**src/rtl/core/u8d_pkg.sv**
```systemverilog
`timescale 1ns / 1ps
// ----------------------------------------------------------------------------
// u8d_pkg: shared types and tables of the UTF-8 decoder
// Byte class table, automaton transition table, result item layout and the
// codes used by more than one file.
// ----------------------------------------------------------------------------
package u8d_pkg;

  // Field widths of a result item.
  localparam int CP_W        = 21;
  localparam int OFF_FIELD_W = 16;

  // Automaton state codes.
  localparam logic [3:0] ST_ACCEPT  = 4'd0;
  localparam logic [3:0] ST_REJECT  = 4'd1;
  localparam logic [3:0] NUM_STATES = 4'd9;

  // Result item kinds.
  localparam logic ITEM_CHAR = 1'b0;
  localparam logic ITEM_END  = 1'b1;

  // Byte classes.
  localparam logic [3:0] CLS_ASCII    = 4'd0;   // 00..7F
  localparam logic [3:0] CLS_CONT_LO  = 4'd1;   // 80..8F
  localparam logic [3:0] CLS_LEAD2    = 4'd2;   // C2..DF
  localparam logic [3:0] CLS_LEAD3    = 4'd3;   // E1..EC, EE..EF
  localparam logic [3:0] CLS_ED       = 4'd4;   // ED
  localparam logic [3:0] CLS_F4       = 4'd5;   // F4
  localparam logic [3:0] CLS_LEAD4    = 4'd6;   // F1..F3
  localparam logic [3:0] CLS_CONT_HI  = 4'd7;   // A0..BF
  localparam logic [3:0] CLS_INVALID  = 4'd8;   // C0, C1, F5..FF
  localparam logic [3:0] CLS_CONT_MID = 4'd9;   // 90..9F
  localparam logic [3:0] CLS_E0       = 4'd10;  // E0
  localparam logic [3:0] CLS_F0       = 4'd11;  // F0

  // Next state, indexed by current state and byte class.
  localparam logic [3:0] NEXT_TBL [0:8][0:15] = '{
    '{4'd0, 4'd1, 4'd2, 4'd3, 4'd5, 4'd8, 4'd7, 4'd1,
      4'd1, 4'd1, 4'd4, 4'd6, 4'd1, 4'd1, 4'd1, 4'd1},
    '{4'd1, 4'd1, 4'd1, 4'd1, 4'd1, 4'd1, 4'd1, 4'd1,
      4'd1, 4'd1, 4'd1, 4'd1, 4'd1, 4'd1, 4'd1, 4'd1},
    '{4'd1, 4'd0, 4'd1, 4'd1, 4'd1, 4'd1, 4'd1, 4'd0,
      4'd1, 4'd0, 4'd1, 4'd1, 4'd1, 4'd1, 4'd1, 4'd1},
    '{4'd1, 4'd2, 4'd1, 4'd1, 4'd1, 4'd1, 4'd1, 4'd2,
      4'd1, 4'd2, 4'd1, 4'd1, 4'd1, 4'd1, 4'd1, 4'd1},
    '{4'd1, 4'd1, 4'd1, 4'd1, 4'd1, 4'd1, 4'd1, 4'd2,
      4'd1, 4'd1, 4'd1, 4'd1, 4'd1, 4'd1, 4'd1, 4'd1},
    '{4'd1, 4'd2, 4'd1, 4'd1, 4'd1, 4'd1, 4'd1, 4'd1,
      4'd1, 4'd2, 4'd1, 4'd1, 4'd1, 4'd1, 4'd1, 4'd1},
    '{4'd1, 4'd1, 4'd1, 4'd1, 4'd1, 4'd1, 4'd1, 4'd3,
      4'd1, 4'd3, 4'd1, 4'd1, 4'd1, 4'd1, 4'd1, 4'd1},
    '{4'd1, 4'd3, 4'd1, 4'd1, 4'd1, 4'd1, 4'd1, 4'd3,
      4'd1, 4'd3, 4'd1, 4'd1, 4'd1, 4'd1, 4'd1, 4'd1},
    '{4'd1, 4'd3, 4'd1, 4'd1, 4'd1, 4'd1, 4'd1, 4'd1,
      4'd1, 4'd1, 4'd1, 4'd1, 4'd1, 4'd1, 4'd1, 4'd1}
  };

  // Automaton state and the code point being assembled.
  typedef struct packed {
    logic [3:0]      dfa;
    logic [CP_W-1:0] acc;
  } u8d_dfa_t;

  // One result item.
  typedef struct packed {
    logic                   kind;
    logic [CP_W-1:0]        cp;
    logic [1:0]             units;
    logic [OFF_FIELD_W-1:0] off;
    logic                   last;
  } u8d_result_t;

  // Maps a raw byte to its class.
  function automatic logic [3:0] u8d_byte_class(input logic [7:0] b);
    logic [3:0] cls;
    if (b < 8'h80) begin
      cls = CLS_ASCII;
    end else if (b < 8'h90) begin
      cls = CLS_CONT_LO;
    end else if (b < 8'hA0) begin
      cls = CLS_CONT_MID;
    end else if (b < 8'hC0) begin
      cls = CLS_CONT_HI;
    end else if (b < 8'hC2) begin
      cls = CLS_INVALID;
    end else if (b < 8'hE0) begin
      cls = CLS_LEAD2;
    end else if (b == 8'hE0) begin
      cls = CLS_E0;
    end else if (b == 8'hED) begin
      cls = CLS_ED;
    end else if (b < 8'hF0) begin
      cls = CLS_LEAD3;
    end else if (b == 8'hF0) begin
      cls = CLS_F0;
    end else if (b < 8'hF4) begin
      cls = CLS_LEAD4;
    end else if (b == 8'hF4) begin
      cls = CLS_F4;
    end else begin
      cls = CLS_INVALID;
    end
    return cls;
  endfunction

  // True for the reject state and for any unused state code.
  function automatic logic u8d_is_reject(input logic [3:0] st);
    return (st == ST_REJECT) || (st >= NUM_STATES);
  endfunction

endpackage

```
**src/rtl/core/u8d_step.sv**
```systemverilog
`timescale 1ns / 1ps
// ----------------------------------------------------------------------------
// u8d_step: one byte through the UTF-8 automaton
// Classifies the byte, steps the automaton, replays a breaking byte once
// from the accept state, and forms the results caused by the byte.
// ----------------------------------------------------------------------------
module u8d_step import u8d_pkg::*; #(
  parameter int OFFSET_BITS = 16
) (
  input  logic [7:0]             data_byte_i,
  input  logic                   end_of_text_i,
  input  u8d_dfa_t               dfa_i,
  input  logic [OFFSET_BITS-1:0] byte_cnt_i,
  input  logic [OFFSET_BITS-1:0] char_start_i,
  output u8d_dfa_t               dfa_o,
  output logic [OFFSET_BITS-1:0] byte_cnt_o,
  output logic [OFFSET_BITS-1:0] char_start_o,
  output logic [1:0]             res_cnt_o,
  output u8d_result_t            res0_o,
  output u8d_result_t            res1_o
);

  // Low bits of an offset, zero-extended where the counter is narrower.
  function automatic logic [OFF_FIELD_W-1:0] to_field(input logic [OFFSET_BITS-1:0] v);
    logic [OFFSET_BITS+OFF_FIELD_W-1:0] ext;
    ext = {{OFF_FIELD_W{1'b0}}, v};
    return ext[OFF_FIELD_W-1:0];
  endfunction

  logic [3:0]             cls;
  logic [3:0]             st1;
  logic [3:0]             ns1;
  logic [3:0]             ns2;
  logic [CP_W-1:0]        acc1;
  logic [CP_W-1:0]        acc2;
  logic                   emit;
  logic [CP_W-1:0]        emit_cp;
  logic [OFFSET_BITS-1:0] byte_next;
  u8d_result_t            char_res;
  u8d_result_t            end_res;

  // First pass from the current state, and the replay pass from accept.
  always_comb begin
    cls  = u8d_byte_class(data_byte_i);
    st1  = (dfa_i.dfa < NUM_STATES) ? dfa_i.dfa : ST_REJECT;
    acc2 = CP_W'((8'hFF >> cls) & data_byte_i);
    if (st1 != ST_ACCEPT) begin
      acc1 = {dfa_i.acc[CP_W-7:0], data_byte_i[5:0]};
    end else begin
      acc1 = acc2;
    end
    ns1 = NEXT_TBL[st1][cls];
    ns2 = NEXT_TBL[ST_ACCEPT][cls];
  end

  // Pick the outcome: completion, rejection with replay, or partial sequence.
  always_comb begin
    dfa_o.dfa = ns1;
    dfa_o.acc = acc1;
    emit      = 1'b0;
    emit_cp   = acc1;
    if (ns1 == ST_ACCEPT) begin
      emit = 1'b1;
    end else if (u8d_is_reject(ns1)) begin
      dfa_o.dfa = ST_ACCEPT;
      if (dfa_i.dfa != ST_ACCEPT) begin
        dfa_o.acc = acc2;
        if (ns2 == ST_ACCEPT) begin
          emit    = 1'b1;
          emit_cp = acc2;
        end else if (!u8d_is_reject(ns2)) begin
          dfa_o.dfa = ns2;
        end
      end
    end

    // Saturating byte counter; a completed character moves the start mark.
    byte_next    = (byte_cnt_i == {OFFSET_BITS{1'b1}}) ? byte_cnt_i
                                                       : byte_cnt_i + 1'b1;
    byte_cnt_o   = byte_next;
    char_start_o = emit ? byte_next : char_start_i;

    // End of text returns everything to its reset values.
    if (end_of_text_i) begin
      dfa_o.dfa    = ST_ACCEPT;
      dfa_o.acc    = '0;
      byte_cnt_o   = '0;
      char_start_o = '0;
    end
  end

  // Result items.
  always_comb begin
    char_res.kind  = ITEM_CHAR;
    char_res.cp    = emit_cp;
    char_res.units = (emit_cp >= CP_W'(32'h10000)) ? 2'd2 : 2'd1;
    char_res.off   = to_field(char_start_i);
    char_res.last  = !end_of_text_i;

    end_res.kind  = ITEM_END;
    end_res.cp    = '0;
    end_res.units = 2'd0;
    end_res.off   = to_field(byte_next);
    end_res.last  = 1'b1;

    res_cnt_o = {1'b0, emit} + {1'b0, end_of_text_i};
    res0_o    = emit ? char_res : end_res;
    res1_o    = end_res;
  end

endmodule

```
**src/rtl/core/u8d_result_fifo.sv**
```systemverilog
`timescale 1ns / 1ps
// ----------------------------------------------------------------------------
// u8d_result_fifo: result item queue
// Four-entry queue that takes up to two items per cycle and hands out one.
// ----------------------------------------------------------------------------
module u8d_result_fifo import u8d_pkg::*; (
  input  logic        clk_i,
  input  logic        rst_ni,
  input  logic [1:0]  wr_cnt_i,
  input  u8d_result_t wr0_i,
  input  u8d_result_t wr1_i,
  input  logic        pop_i,
  output logic        room2_o,
  output logic        nonempty_o,
  output logic [2:0]  count_o,
  output u8d_result_t head_o
);

  localparam int DEPTH = 4;
  localparam int PTR_W = $clog2(DEPTH);
  localparam int CNT_W = PTR_W + 1;

  u8d_result_t      mem_q [DEPTH];
  logic [PTR_W-1:0] wp_q, wp_d;
  logic [PTR_W-1:0] rp_q, rp_d;
  logic [CNT_W-1:0] cnt_q, cnt_d;
  logic [PTR_W-1:0] wp_plus1;

  // Pointer and fill count updates.
  always_comb begin
    wp_plus1 = wp_q + 1'b1;
    wp_d     = wp_q + PTR_W'(wr_cnt_i);
    rp_d     = rp_q + PTR_W'(pop_i);
    cnt_d    = cnt_q + CNT_W'(wr_cnt_i) - CNT_W'(pop_i);
  end

  always_ff @(posedge clk_i or negedge rst_ni) begin
    if (!rst_ni) begin
      wp_q  <= '0;
      rp_q  <= '0;
      cnt_q <= '0;
    end else begin
      wp_q  <= wp_d;
      rp_q  <= rp_d;
      cnt_q <= cnt_d;
    end
  end

  // Entry storage; the first item goes to the write pointer, the second after it.
  always_ff @(posedge clk_i) begin
    if (wr_cnt_i != 2'd0) begin
      mem_q[wp_q] <= wr0_i;
    end
    if (wr_cnt_i == 2'd2) begin
      mem_q[wp_plus1] <= wr1_i;
    end
  end

  assign room2_o    = cnt_q <= CNT_W'(DEPTH - 2);
  assign nonempty_o = cnt_q != '0;
  assign count_o    = cnt_q;
  assign head_o     = mem_q[rp_q];

endmodule

```
**src/rtl/core/utf8_decoder_with_offsets.sv**
```systemverilog
`timescale 1ns / 1ps
// ----------------------------------------------------------------------------
// utf8_decoder_with_offsets: streaming UTF-8 decoder with byte offsets
// Decodes a byte stream into code points with their UTF-16 length and start
// offset, and closes each text with an end marker carrying its length.
// ----------------------------------------------------------------------------
// The decoder takes one byte per clock cycle while the input is not stalled.
// Each byte is classified, stepped through the validation automaton and, when
// it breaks a partial sequence, replayed once from the accept state, all in the
// same cycle; its results are registered in a four-entry result queue that
// feeds the output. A byte gives zero, one or two items (a completed character
// and, on the last byte of a text, the end marker), and the output delivers one
// item per cycle while out_stall_i is low, so a final byte that completes a
// character gives two output items. The input stalls whenever the queue has
// fewer than two free entries. Invalid sequences yield no item. Offsets count in
// OFFSET_BITS-bit saturating counters and are reported in 16 bits.
module utf8_decoder_with_offsets import u8d_pkg::*; #(
  parameter int OFFSET_BITS = 16
) (
  input  logic        clk_i,
  input  logic        rst_ni,
  input  logic        in_valid_i,
  output logic        in_stall_o,
  input  logic [7:0]  data_byte_i,
  input  logic        end_of_text_i,
  output logic        out_valid_o,
  input  logic        out_stall_i,
  output logic        item_kind_o,
  output logic [20:0] code_point_o,
  output logic [1:0]  utf16_units_o,
  output logic [15:0] byte_offset_o,
  output logic        last_of_run_o
);

  u8d_dfa_t               dfa_q, dfa_d;
  logic [OFFSET_BITS-1:0] byte_cnt_q, byte_cnt_d;
  logic [OFFSET_BITS-1:0] char_start_q, char_start_d;
  logic [1:0]             res_cnt;
  u8d_result_t            res0;
  u8d_result_t            res1;
  u8d_result_t            head;
  logic                   room2;
  logic                   nonempty;
  logic [2:0]             fifo_cnt;
  logic                   in_accept;
  logic                   out_accept;

  assign in_stall_o = !room2;
  assign in_accept  = in_valid_i && room2;
  assign out_accept = nonempty && !out_stall_i;

  // Per-byte decode step.
  u8d_step #(
    .OFFSET_BITS (OFFSET_BITS)
  ) u_step (
    .data_byte_i   (data_byte_i),
    .end_of_text_i (end_of_text_i),
    .dfa_i         (dfa_q),
    .byte_cnt_i    (byte_cnt_q),
    .char_start_i  (char_start_q),
    .dfa_o         (dfa_d),
    .byte_cnt_o    (byte_cnt_d),
    .char_start_o  (char_start_d),
    .res_cnt_o     (res_cnt),
    .res0_o        (res0),
    .res1_o        (res1)
  );

  // Decoder state, updated on every accepted byte.
  always_ff @(posedge clk_i or negedge rst_ni) begin
    if (!rst_ni) begin
      dfa_q        <= '0;
      byte_cnt_q   <= '0;
      char_start_q <= '0;
    end else if (in_accept) begin
      dfa_q        <= dfa_d;
      byte_cnt_q   <= byte_cnt_d;
      char_start_q <= char_start_d;
    end
  end

  // Result queue between the decoder and the output channel.
  u8d_result_fifo u_fifo (
    .clk_i      (clk_i),
    .rst_ni     (rst_ni),
    .wr_cnt_i   (in_accept ? res_cnt : 2'd0),
    .wr0_i      (res0),
    .wr1_i      (res1),
    .pop_i      (out_accept),
    .room2_o    (room2),
    .nonempty_o (nonempty),
    .count_o    (fifo_cnt),
    .head_o     (head)
  );

  assign out_valid_o   = nonempty;
  assign item_kind_o   = head.kind;
  assign code_point_o  = head.cp;
  assign utf16_units_o = head.units;
  assign byte_offset_o = head.off;
  assign last_of_run_o = head.last;

  // The queue never holds more than its four entries.
  assert property (@(posedge clk_i) disable iff (!rst_ni) fifo_cnt <= 3'd4)
    else $error("result queue overflow");

  // The automaton never rests in the reject state or an unused code.
  assert property (@(posedge clk_i) disable iff (!rst_ni) !u8d_is_reject(dfa_q.dfa))
    else $error("automaton left in reject or unused state");

  // The last byte of a text returns the decoder to its reset state.
  assert property (@(posedge clk_i) disable iff (!rst_ni)
    in_accept && end_of_text_i |=>
      dfa_q.dfa == ST_ACCEPT && byte_cnt_q == '0 && char_start_q == '0)
    else $error("decoder state not cleared after end of text");

  // A delivered end marker is always the last item of its byte.
  assert property (@(posedge clk_i) disable iff (!rst_ni)
    out_accept && item_kind_o == ITEM_END |-> last_of_run_o)
    else $error("end marker not marked last");

endmodule
```
**config.mk**
```make
export PLATFORM = sky130hd
export DESIGN_NAME = utf8_decoder_with_offsets
export DESIGN_NICKNAME = d
export VERILOG_FILES = /design/src/rtl/core/u8d_pkg.sv /design/src/rtl/core/u8d_step.sv /design/src/rtl/core/u8d_result_fifo.sv /design/src/rtl/core/utf8_decoder_with_offsets.sv
export SDC_FILE = /design/constraint.sdc
export NUM_CORES = 1
export LEC_CHECK = 0
export BUFFER_PORTS_ARGS = -buffer_cell sky130_fd_sc_hd__buf_2
export CAP_MARGIN = 15
export CORE_MARGIN = 1
export CORE_UTILIZATION = 67
export DETAILED_ROUTE_END_ITERATION = 8
export GPL_ROUTABILITY_DRIVEN = 1
export PLACE_DENSITY = 0.91
export SYNTH_ARGS = -nofsm -noshare
export SYNTH_HDL_FRONTEND = slang
export SYNTH_HIERARCHICAL = 1
export SYNTH_SLANG_ARGS = --single-unit
```
**constraint.sdc**
```tcl
create_clock -name clk_i -period 12 [get_ports clk_i]
set_input_delay 1.2 -clock clk_i [delete_from_list [all_inputs] [get_ports clk_i]]
set_output_delay 1.2 -clock clk_i [all_outputs]
set_load 0.005 [all_outputs]
```
* Yosys cells after proc, flatten, opt, wreduce, memory -nomap -nowiden
Memories as Yosys holds them, arrays and structs flattened. Index checks and enable logic that the tools add are counted.
Operators by class: add/sub/neg operators 7, magnitude comparators 15, eq/ne operators 8, shift-type cells 1, muxes and demuxes 46, bitwise logic cells 3, reduce and logical (&&, ||, !) cells 15
Operator list (count):
- $mux W64 | 2
- $mux W21 | 5
- $mux W25 | 4
- $mux W4 | 19
- $lt A8 B8 Y1 const B | 8
- $mux W16 | 4
- $mux W41 | 1
- $eq A8 B8 Y1 const B | 4
- $and A21 B8 Y21 | 1
- $ge A21 B17 Y1 const B | 1
- $shr A8 B4 Y21 const A | 1
- $add A16 B1 Y16 const B | 1
- $bmux W4 S4 | 1
- $eq A16 B16 Y1 const B | 1
- $ge A5 B5 Y1 const B | 2
- $not A4 Y5 | 2
- $eq A4 B1 Y1 const B | 2
- $ge A4 B4 Y1 const B | 2
- $logic_not A4 Y1 | 2
- $mux W1 | 8
- $reduce_bool A4 Y1 | 2
- $lt A4 B4 Y1 const B | 1
- $mux W2 | 2
- $reduce_bool A2 Y1 | 2
- other kinds (13) | 17
Storage, ports and cells: flip-flop bits (word level) 58, memory bits (writable) 164, memory bits (read-only) 1088, memories 3
Memory list:
- (name not given) | words 16, bits a word 64, read ports 1, clocked after memory_dff 0, wr ports 0, line u8d_step.sv:52 | ns1 = NEXT_TBL[st1][cls];
- u_fifo.mem_q | words 4, bits a word 41, read ports 1, clocked after memory_dff 0, wr ports 2, line u8d_result_fifo.sv:23 | u8d_result_t mem_q [DEPTH];
- (name not given) | words 16, bits a word 4, read ports 1, clocked after memory_dff 0, wr ports 0, line u8d_step.sv:53 | ns2 = NEXT_TBL[ST_ACCEPT][cls];

* Logic depth before layout (Yosys ltp)
Gate-level depths: netlist of run 1.
word-level depth 27, gate-level depth with buffers 19, depth with buffers taken out 15

* By module
Netlist of run 1, hierarchy kept.
Modules (own cells, without submodules):
- u8d_result_fifo | instances 1, cells an instance 436, area an instance 8353.0 µm², seq. area each 5099.9 µm²
- u8d_step | instances 1, cells an instance 328, area an instance 2419.8 µm², seq. area each 0.0 µm²
- utf8_decoder_with_offsets | instances 1, cells an instance 125, area an instance 2262.2 µm², seq. area each 1426.4 µm²

* Worst setup path after synthesis of run 1
OpenSTA, ideal clock, no wires.
kind input-to-reg, start point input data_byte_i[3], end point memory u_fifo/mem_q[0][0] (netlist bit) (enable), setup time 0.496 ns, arrival time 6.929 ns, data required time 11.504 ns, path slack 4.575 ns, stages on the path 15, path through buf_6 -> nand2b_4 -> o32a_1 -> a21o_1 -> buf_6 -> o211a_1 -> o32ai_2 -> nor4b_4 -> a21boi_2 -> buf_6 -> inv_1 -> ha_1 -> and3_1 -> o21bai_1 -> o21ai_0
RTL lines:
- start, declared | line utf8_decoder_with_offsets.sv:24 | input logic [7:0] data_byte_i,
- end, declared | line u8d_result_fifo.sv:23

==> results of run 1 <==
-- worst max-delay path by stage --
| stage | start | endpoint | slack [ns] |
|---|---|---|---|
| 2_1_floorplan | data_byte_i[3] | u_fifo/mem_q[0][0] | 4.58 |
| 3_3_place_gp | data_byte_i[4] | u_fifo/mem_q[3][15] | 6.12 |
| 3_5_place_dp | data_byte_i[4] | u_fifo/mem_q[3][24] | 5.97 |
| 4_1_cts | data_byte_i[4] | u_fifo/mem_q[3][30] | 6.45 |
| 5_1_grt | data_byte_i[4] | u_fifo/mem_q[3][30] | 6.26 |
| 6_report | data_byte_i[4] | u_fifo/mem_q[3][19] | 6.39 |
-- where the power goes --
group | switching (W) | total [W] | internal [W] | leakage [nW]
clock | 0.000299 | 0.000715 | 0.000416 | 0.359
sequential | 0.0000948 | 0.00107 | 0.000975 | 2.31
combinational | 0.000453 | 0.000881 | 0.000429 | 2.93
-- registers in the layout (all words and copies together) (netlist names) --
register	cells
u_fifo/count_o	3
u_fifo/rp_q	2
u_fifo/mem_q	164
char_start_q	16
byte_cnt_q	16
u_fifo/wp_q	2
dfa_q	19
-- cell type report --
class | instances | share of cell area [%]
Inverter | 15 | 0.4103
Timing Repair Buffer | 70 | 2.826
Sequential cell | 222 | 46.48
Clock inverter | 16 | 1.140
Clock buffer | 26 | 4.276
Multi-Input combinational cell | 572 | 42.73
Tap cell | 234 | 2.133
-- worst reg2reg max path, delay by kind of cell (launching register included) --
family	cells	cell delay [ns]
mux	1	0.41
flops	1	0.48
simple gates	5	2.12
buf+inv	3	0.84
fa+ha+maj	1	0.24
compound gates	3	0.89
-- stage by stage --
step / total power (W) / util, %
floorplan: 0.001698 / -
finish: 0.002666 / 73.36
global placement: 0.001913 / 69.39
detailed placement: 0.001945 / 69.39
CTS: 0.002667 / 73.36
global route: 0.002770 / 73.36
-- cell usage in the layout (no fill, tap or decap), types with 9 or more instances in the layout --
master / n
edfxtp_1: 164
mux2_2: 154
mux2_4: 58
dfrtp_1: 56
buf_2: 55
mux4_2: 41
mux2_1: 36
nor2b_1: 35
and3_1: 26
conb_1: 25
clkbuf_16: 23
nor2_1: 21
nand2_1: 19
nor3_1: 18
inv_1: 15
buf_4: 15
xnor2_1: 10
a21oi_1: 9
o21ai_0: 9
-- metal layers --
layer | wire, um | track usage, % | up-vias
li1 | - | - | 3346
met1 | 11580 | 40.24 | 3878
met2 | 13890 | 49.11 | 341
met3 | 1839 | 4.034 | 58
met4 | 727 | 10.70 | 0
met5 | 0 | 0 | -
==> flow_metrics.env, run 1 <==
export IMPL_min_path_cells=1
export IMPL_crit_family="simple AND/OR/NAND/NOR gates"
export IMPL_worst_setup_path_end_kind="flop"
export IMPL_die_span_in_x_um=140.0
export IMPL_area_growth_from_synthesis_to_layout_pct=7.498
export IMPL_total_placed_instance_area_um2=12980
export IMPL_clk_pin_slew_ns=0.06
export IMPL_worst_pin_slew_ns=1.182
export IMPL_die_area_um2=19610
export IMPL_synth_cell_area_um2=12770
export IMPL_boundaryPins=56
export IMPL_final_antenna_net_count=0
export IMPL_power_density_nw_per_um2=194.2
export IMPL_clock_insertion_delay_worst_skew_ns=0.52
export IMPL_grt_pass1_vias=7945
export IMPL_regToRegEndpoint="u_fifo/mem_q[3][19]"
export IMPL_cts_buffers=23
export IMPL_cp_required_ns=12.26
export IMPL_number_of_failing_hold_endpoints_at_the_final_stage=0
export IMPL_ff_latch_area_um2=6379
export IMPL_hold_worst_slack_ns=0.5105
export IMPL_gr_total_overflow=0
export IMPL_finalWeightedCongestion=0.8981
export IMPL_path_class="input pin to flop"
export IMPL_cts_root_buffer="clkbuf_16"
export IMPL_detail_route_wirelength_um=28040
export IMPL_outcome="finished, violations left"
export IMPL_holdBufCountCts=0
export IMPL_number_of_design_rule_violations_left_by_the_first_detailed_router_iteration=599
export IMPL_worst_hold_path_type="flop to flop"
export IMPL_cp_cell_sequence="buf_2, or4_4, o31ai_4, a21o_1, nor3_1, o311a_4, nor4b_4, buf_4, a21boi_4, inv_1, ha_1, and3_1, and4bb_2, buf_4, mux2_2"
export IMPL_clock_sinks=222
export IMPL_detailedPlace_worstSlack_ns=5.973
export IMPL_worst_case_headroom_to_the_max_slew_limit_pct=21.19
export IMPL_clk_path_buf_depth=3
export IMPL_global_route_wire_length_before_repair_um=45000
export IMPL_ff2ff_path_depth=13
export IMPL_placed_cells_incl_taps=1113
export IMPL_fp_dieH_um=140.0
export IMPL_fillerInstances=1083
export IMPL_nNetsFinal=926
export IMPL_multiInputGateArea_um2=5864
export IMPL_hold_path_end="u_fifo/count_o[2]"
export IMPL_instances_no_fill=1155
export IMPL_clock_tree_from_tritoncts="built"
export IMPL_most_prevalent_standard_cell_on_the_critical_path="buf_4"
export IMPL_worst_r2r_src="dfa_q[23]"
export IMPL_synth_yosys_warnings=6
export IMPL_period_needed_ns=5.609
export IMPL_critical_path_buf_inv_count=4
export IMPL_finalMaxSlewViolations=0
export IMPL_grt_setup_unrepaired="false"
export IMPL_wire_per_inst_um=24.28
export IMPL_cts_repair_resize_count=0
export IMPL_netlist_instances=870
export IMPL_max_stage_delay_ns=0.71
export IMPL_num_vias=7623
export IMPL_placement_rows=50
export IMPL_worst_clock_skew_ns=0.01472
export IMPL_setup_slack_ns=6.391
export IMPL_ant_diodes=0
export IMPL_detail_route_first_pass_iterations=7
export IMPL_leakage_nw=5.602
export IMPL_number_of_antenna_violations_at_the_first_check_in_global_routing=0
export IMPL_worst_r2r_setup_slack_ns=6.75
export IMPL_fin_tns_setup_ns=0
export IMPL_setup_worst_path_start_class="input pin"
export IMPL_critPathMaxFanout=25
export IMPL_postCtsSetupBuffers=0
export IMPL_drc=1
export IMPL_holdCritStartpoint="u_fifo/count_o[2]"
export IMPL_failing_checks="DRC"
export IMPL_final_setup_viol_count=0
export IMPL_initial_core_util_pct=68.25
export IMPL_max_cap_violations=0
export IMPL_post_route_cells_drive_above_1_share_pct=41.48
export IMPL_achievable_frequency_mhz=178.3
export IMPL_globalRouteTotalUtil_pct=29.58
export IMPL_timing_critical_path_slowest_stage_cell="and4bb_2"
export IMPL_cts_htree_levels=1
export IMPL_grt_start_max_net_pins=59
export IMPL_final_min_period_over_clock_period_pct=46.74
export IMPL_core_um2=18710
export IMPL_viasPerCell=6.600
export IMPL_vdd_drop_max_uv=113.1
export IMPL_dpl_hpwl_um=15850
export IMPL_worst_path_depth=15
export IMPL_synthesized_area_divided_by_synthesized_cell_count_um2=14.67
export IMPL_arrival_ns=5.87
export IMPL_port_buffers=55
export IMPL_final_design_area_no_fill_um2=13720
Note: power is estimated with default switching activity, not from simulation.
==> run 2, diff against run 1 <==
Settings changed: ABC_AREA set to 1, CORE_UTILIZATION 67 to 57, PLACE_DENSITY 0.91 to 0.82.
Clock period 12 ns to 4.7 ns, I/O delays scaled along.
==> flow_metrics.env, run 2 <==
export IMPL_achievable_frequency_mhz=269.8
export IMPL_hold_worst_slack_ns=0.09110
export IMPL_num_vias=12300
export IMPL_gr_total_overflow=0
export IMPL_finalWeightedCongestion=0.8842
export IMPL_sequentialPowerShare_pct=32.9
export IMPL_largest_registers="u_fifo/mem_q: 164 flops, dfa_q: 19 flops"
export IMPL_synth_yosys_warnings=6
export IMPL_switching_share_pct=41.72
export IMPL_clock_sinks=222
export IMPL_vdd_drop_max_uv=426.6
export IMPL_wl_met3_um=3485
export IMPL_worst_hold_path_type="input pin to asynchronous set/reset pin"
export IMPL_worst_case_headroom_to_the_max_slew_limit_pct=22.78
export IMPL_number_of_design_rule_violations_left_by_the_first_detailed_router_iteration=1366
export IMPL_power_clock_fraction_pct=23.3
export IMPL_cp_required_ns=5.08
export IMPL_grt_setup_unrepaired="false"
export IMPL_worst_pin_slew_ns=1.158
export IMPL_fillerInstances=2049
export IMPL_holdBufCountCts=0
export IMPL_detail_route_wirelength_um=35670
export IMPL_grt_start_max_net_pins=125
export IMPL_core_um2=23610
export IMPL_ff_latch_area_um2=6380
export IMPL_met1_routed_wirelength_after_detailed_routing_um=14470
export IMPL_cts_htree_levels=1
export IMPL_setup_worst_path_start_class="flop"
export IMPL_dpl_hpwl_um=21270
export IMPL_clk_path_buf_depth=3
export IMPL_boundaryPins=56
export IMPL_post_route_cells_drive_above_1_share_pct=10.39
export IMPL_synthesized_area_divided_by_synthesized_cell_count_um2=7.229
export IMPL_nNetsFinal=1929
export IMPL_cts_buffers=25
export IMPL_setup_slack_ns=0.9942
export IMPL_internal_power_w=0.005015
export IMPL_initial_core_util_pct=58.56
export IMPL_wire_per_inst_um=15.89
export IMPL_die_area_um2=24890
export IMPL_clk_pin_slew_ns=0.06
export IMPL_power_share_combinational_pct=43.7
export IMPL_drc=0
export IMPL_route_met2_wl_um=16430
export IMPL_multiInputGateArea_um2=5998
export IMPL_cts_root_buffer="clkbuf_16"
export IMPL_die_span_in_x_um=157.8
export IMPL_worst_clock_skew_ns=0.01230
export IMPL_netlist_instances=1913
export IMPL_path_class="flop to flop"
export IMPL_total_power_w=0.008606
export IMPL_largest_register="u_fifo/mem_q"
export IMPL_p_sw_w=0.003591
export IMPL_number_of_failing_hold_endpoints_at_the_final_stage=0
export IMPL_synth_cell_area_um2=13830
export IMPL_most_common_cell_after_layout_fill_and_taps_aside="nand2_1"
export IMPL_fp_dieH_um=157.8
export IMPL_post_route_util_pct=63.16
export IMPL_ant_diodes=0
export IMPL_placement_rows=56
export IMPL_finalMaxSlewViolations=0
export IMPL_viasPerCell=5.479
export IMPL_cts_repair_resize_count=0
export IMPL_fin_tns_setup_ns=0
export IMPL_outcome="finished clean"
export IMPL_largest_register_ff_count=164
export IMPL_clock_tree_from_tritoncts="built"
export IMPL_clock_insertion_delay_worst_skew_ns=0.52
export IMPL_period_needed_ns=3.706
export IMPL_critPathMaxFanout=102
export IMPL_number_of_antenna_violations_at_the_first_check_in_global_routing=0
export IMPL_area_growth_from_synthesis_to_layout_pct=7.845
export IMPL_most_common_layout_cells="788 x nand2_1, 274 x nand3_1, 200 x inv_1, 164 x edfxtp_1, 115 x nor2_1"
export IMPL_route_top_layer_used="met4"
export IMPL_leakage_nw=7.559
export IMPL_globalRouteTotalUtil_pct=29.62
export IMPL_detail_route_first_pass_iterations=5
export IMPL_grt_pass1_vias=11560
export IMPL_port_buffers=55
export IMPL_global_route_wire_length_before_repair_um=57740
export IMPL_worst_setup_path_end_kind="flop"
export IMPL_final_setup_viol_count=0
export IMPL_arrival_ns=4.09
export IMPL_detailedPlace_worstSlack_ns=0.7477
export IMPL_max_cap_violations=0
export IMPL_postCtsSetupBuffers=0
export IMPL_final_antenna_net_count=0
export IMPL_final_min_period_over_clock_period_pct=78.85
export IMPL_power_density_nw_per_um2=577.1
run 2: path summary, 6_finish.rpt:
check / start / to / slack [ns] / depth (start not counted)
worst max register to register: dfa_q[21] / u_fifo/mem_q[3][11] / 0.99 / 22
worst max-delay path: dfa_q[21] / u_fifo/mem_q[3][11] / 0.99 / 22
max in group asynchronous: rst_ni / u_fifo/rp_q[0] / 4.00 / 2
worst min-delay path: rst_ni / char_start_q[4] / 0.09 / 2
worst min register to register: dfa_q[2] / dfa_q[2] / 0.47 / 2
min in group clk_i: data_byte_i[0] / dfa_q[0] / 0.39 / 5
run 2: layout make-up:
class | count | share of cell area (%)
tap | 319 | 2.676
timing repair buffer | 80 | 3.356
multi-input combinational | 1368 | 40.22
sequential | 222 | 42.78
inverter | 210 | 5.286
clock buffer | 28 | 4.405
clock inverter | 17 | 1.275
run 2: per-stage QoR:
step / cells / area [um2]
2_1_floorplan: 1936 / 13910
3_3_place_gp: 2199 / 14070
3_5_place_dp: 2199 / 14070
4_1_cts: 2244 / 14910
5_1_grt: 2244 / 14910
6_report: 2244 / 14910
run 2: power groups by stage:
stage               Sequential [W]  Combinational (W)  Clock [W]
floorplan                  0.00282            0.00269          0
global placement           0.00285            0.00359          0
detailed placement         0.00287            0.00369          0
CTS                        0.00283            0.00371    0.00203
global route               0.00287            0.00419    0.00210
finish                     0.00284            0.00376    0.00201
run 2: per-layer routing:
metal / track usage, % / up-vias
met3: 4.298 / 113
met4: 14.24 / 0
li1: - / 5958
met5: 0 / -
met2: 47.89 / 661
met1: 39.16 / 5563
run 2: critical path, cell delays in order (launching register included):
cell	delay [ns]
dfrtp_1	0.42
nor2_1	0.18
nand2_1	0.09
nand2_1	0.12
nand2_1	0.07
nand2_1	0.10
o21a_1	0.14
nand3_1	0.07
nand2_1	0.07
nand2_1	0.05
nand2_1	0.07
nand2_2	0.08
nor2_4	0.10
nand2_2	0.06
nand2_2	0.09
ha_1	0.15
inv_1	0.04
nor2_1	0.20
inv_2	0.12
nor2_4	0.16
buf_4	0.82
nand3_1	0.20
nand2_1	0.14
==> run 3, diff against run 2 <==
Settings changed: ABC_AREA 1 to 0, PLACE_DENSITY 0.82 to 0.83.
Clock period 4.7 ns to 3.4 ns, I/O delays scaled along.
==> flow_metrics.env, run 3 (same netlist as run 1, synthesis figures left out) <==
export IMPL_finalMaxSlewViolations=0
export IMPL_fillerInstances=1178
export IMPL_largest_register="u_fifo/mem_q"
export IMPL_core_um2=21890
export IMPL_placement_rows=54
export IMPL_detail_route_wirelength_um=37820
export IMPL_instances_no_fill=1325
export IMPL_gr_total_overflow=0
export IMPL_worst_clock_skew_ns=0.02237
export IMPL_grt_pass1_vias=8759
export IMPL_power_density_nw_per_um2=678.2
export IMPL_grt_start_max_net_pins=52
export IMPL_hold_path_end="u_fifo/rp_q[0]"
export IMPL_path_class="flop to flop"
export IMPL_final_antenna_net_count=0
export IMPL_most_common_layout_cells="173 x mux2_4, 164 x edfxtp_1, 73 x buf_4, 71 x mux2_2, 56 x dfrtp_1"
export IMPL_cts_buffers=23
export IMPL_final_min_period_over_clock_period_pct=113.2
export IMPL_arrival_ns=4.13
export IMPL_number_of_design_rule_violations_left_by_the_first_detailed_router_iteration=967
export IMPL_worst_r2r_src="dfa_q[21]"
export IMPL_final_setup_viol_count=329
export IMPL_worst_r2r_setup_slack_ns=-0.45
export IMPL_die_area_um2=23000
export IMPL_clk_pin_slew_ns=0.07
export IMPL_post_route_util_pct=73.60
export IMPL_most_common_cell_after_layout_fill_and_taps_aside="mux2_4"
export IMPL_grt_setup_unrepaired="true"
export IMPL_ant_diodes=0
export IMPL_vdd_drop_max_uv=397.4
export IMPL_nNetsFinal=1050
export IMPL_largest_registers="u_fifo/mem_q: 164 flops, dfa_q: 19 flops"
export IMPL_setup_worst_path_start_class="flop"
export IMPL_fp_dieH_um=151.7
export IMPL_drc=0
export IMPL_period_needed_ns=3.848
export IMPL_holdCritStartpoint="out_stall_i"
export IMPL_number_of_failing_hold_endpoints_at_the_final_stage=0
export IMPL_failing_checks="setup timing"
export IMPL_clk_path_buf_depth=3
export IMPL_max_cap_violations=0
export IMPL_clock_sinks=222
export IMPL_boundaryPins=56
export IMPL_initial_core_util_pct=58.32
export IMPL_clock_tree_from_tritoncts="built"
export IMPL_finalWeightedCongestion=0.8696
export IMPL_worst_hold_path_type="input pin to flop"
export IMPL_detail_route_first_pass_iterations=8
export IMPL_outcome="finished, violations left"
export IMPL_cp_required_ns=3.68
export IMPL_globalRouteTotalUtil_pct=31.34
export IMPL_worst_setup_path_end_kind="flop"
export IMPL_num_vias=8714
export IMPL_die_span_in_x_um=151.7
export IMPL_global_route_wire_length_before_repair_um=53290
export IMPL_cts_htree_levels=1
export IMPL_achievable_frequency_mhz=259.8
export IMPL_critPathMaxFanout=7
export IMPL_setup_slack_ns=-0.4485
export IMPL_cts_root_buffer="clkbuf_16"
export IMPL_regToRegEndpoint="u_fifo/mem_q[1][6]"
export IMPL_area_growth_from_synthesis_to_layout_pct=26.21
export IMPL_worst_case_headroom_to_the_max_slew_limit_pct=39.38
export IMPL_dpl_hpwl_um=18240
export IMPL_port_buffers=55
export IMPL_ff2ff_path_depth=15
export IMPL_leakage_nw=6.627
export IMPL_largest_register_ff_count=164
export IMPL_wire_per_inst_um=28.54
export IMPL_viasPerCell=6.577
export IMPL_number_of_antenna_violations_at_the_first_check_in_global_routing=1
export IMPL_clock_insertion_delay_worst_skew_ns=0.54
export IMPL_placed_cells_incl_taps=1233
export IMPL_min_path_cells=3
export IMPL_worst_pin_slew_ns=0.9093
export IMPL_post_route_cells_drive_above_1_share_pct=52.82
-- run 3: cell count changes in the layout (fill, tap and decap cells not counted), moves of 41 or more --
cell / delta
inv_1: -187
nor2_1: -94
nand2_1: -769
mux2_4: +173
mux2_2: +71
buf_4: +51
mux4_2: +41
nand3_1: -268
-- run 3: power by group --
| part | switching [W] | internal [W] |
|---|---|---|
| combinational | 0.00214 | 0.00225 |
| sequential | 0.000346 | 0.00344 |
| clock | 0.00114 | 0.00162 |
| total | 0.00362 | 0.00731 |
-- run 3: cell type report --
cell class	count	area, um2	area share, %
clock inverters	12	166.4	1.033
repair buffers	194	2120	13.16
multi-input cells	572	6406	39.76
flip-flops and latches	222	6379	39.59
well taps	280	350.3	2.174
inverters	15	58.81	0.3650
clock buffers	30	631.9	3.922
-- run 3: worst max-delay path, cell delays in order (launching register included) --
cell	delay, ns
dfrtp_1	0.40
or3b_4	0.40
a21o_1	0.18
a211oi_2	0.16
a22oi_1	0.12
a32oi_2	0.23
nor4b_4	0.33
a21boi_4	0.13
inv_4	0.09
ha_4	0.21
and3_4	0.22
nor4b_4	0.34
buf_4	0.21
buf_6	0.13
buf_12	0.14
mux2_4	0.31
-- run 3: repair_timing --
item | 4_1_cts | 5_1_grt
endpoints found under the hold margin | 28 | 0
buffers inserted | 29 | 9
cloned | 18 | 3
resized for setup | 69 | 24
pin swaps | 5 | 5
hold buffers | 1 | 0
endpoints found under the setup margin | 329 | 346
-- run 3: worst max-delay path by stage --
stage	start	to	slack [ns]	cells past startpoint
5_1_grt	dfa_q[22]	u_fifo/mem_q[1][32]	-0.46	15
2_1_floorplan	data_byte_i[3]	u_fifo/mem_q[2][0]	-0.84	16
3_5_place_dp	data_byte_i[4]	u_fifo/mem_q[0][6]	-0.70	16
4_1_cts	dfa_q[21]	u_fifo/mem_q[3][31]	-0.28	14
3_3_place_gp	data_byte_i[4]	u_fifo/mem_q[1][23]	-0.59	15
6_report	dfa_q[21]	u_fifo/mem_q[1][6]	-0.45	15
-- run 3: metrics by stage --
stage	total power, W	setup slack (ns)	hold WS (ns)	setup TNS (ns)	cell area (um2)
4_1_cts	0.01047	-0.2753	0.2807	-64.77	16050
3_3_place_gp	0.007250	-0.5941	0.4274	-169.38	14200
2_1_floorplan	0.006149	-0.8363	0.04441	-238.90	13320
5_1_grt	0.01123	-0.4598	0.2971	-124.58	16110
6_report	0.01093	-0.4485	0.2751	-115.00	16110
3_5_place_dp	0.007369	-0.7018	0.4370	-199.71	14200
-- run 3: routing by layer --
| metal | wire length, um | track usage [%] | vias up |
|---|---|---|---|
| met4 | 2024 | 13.66 | 2 |
| met2 | 17720 | 50.52 | 670 |
| li1 | - | - | 3595 |
| met3 | 3621 | 4.581 | 169 |
| met1 | 14440 | 42.26 | 4278 |
| met5 | 9 | 0 | - |
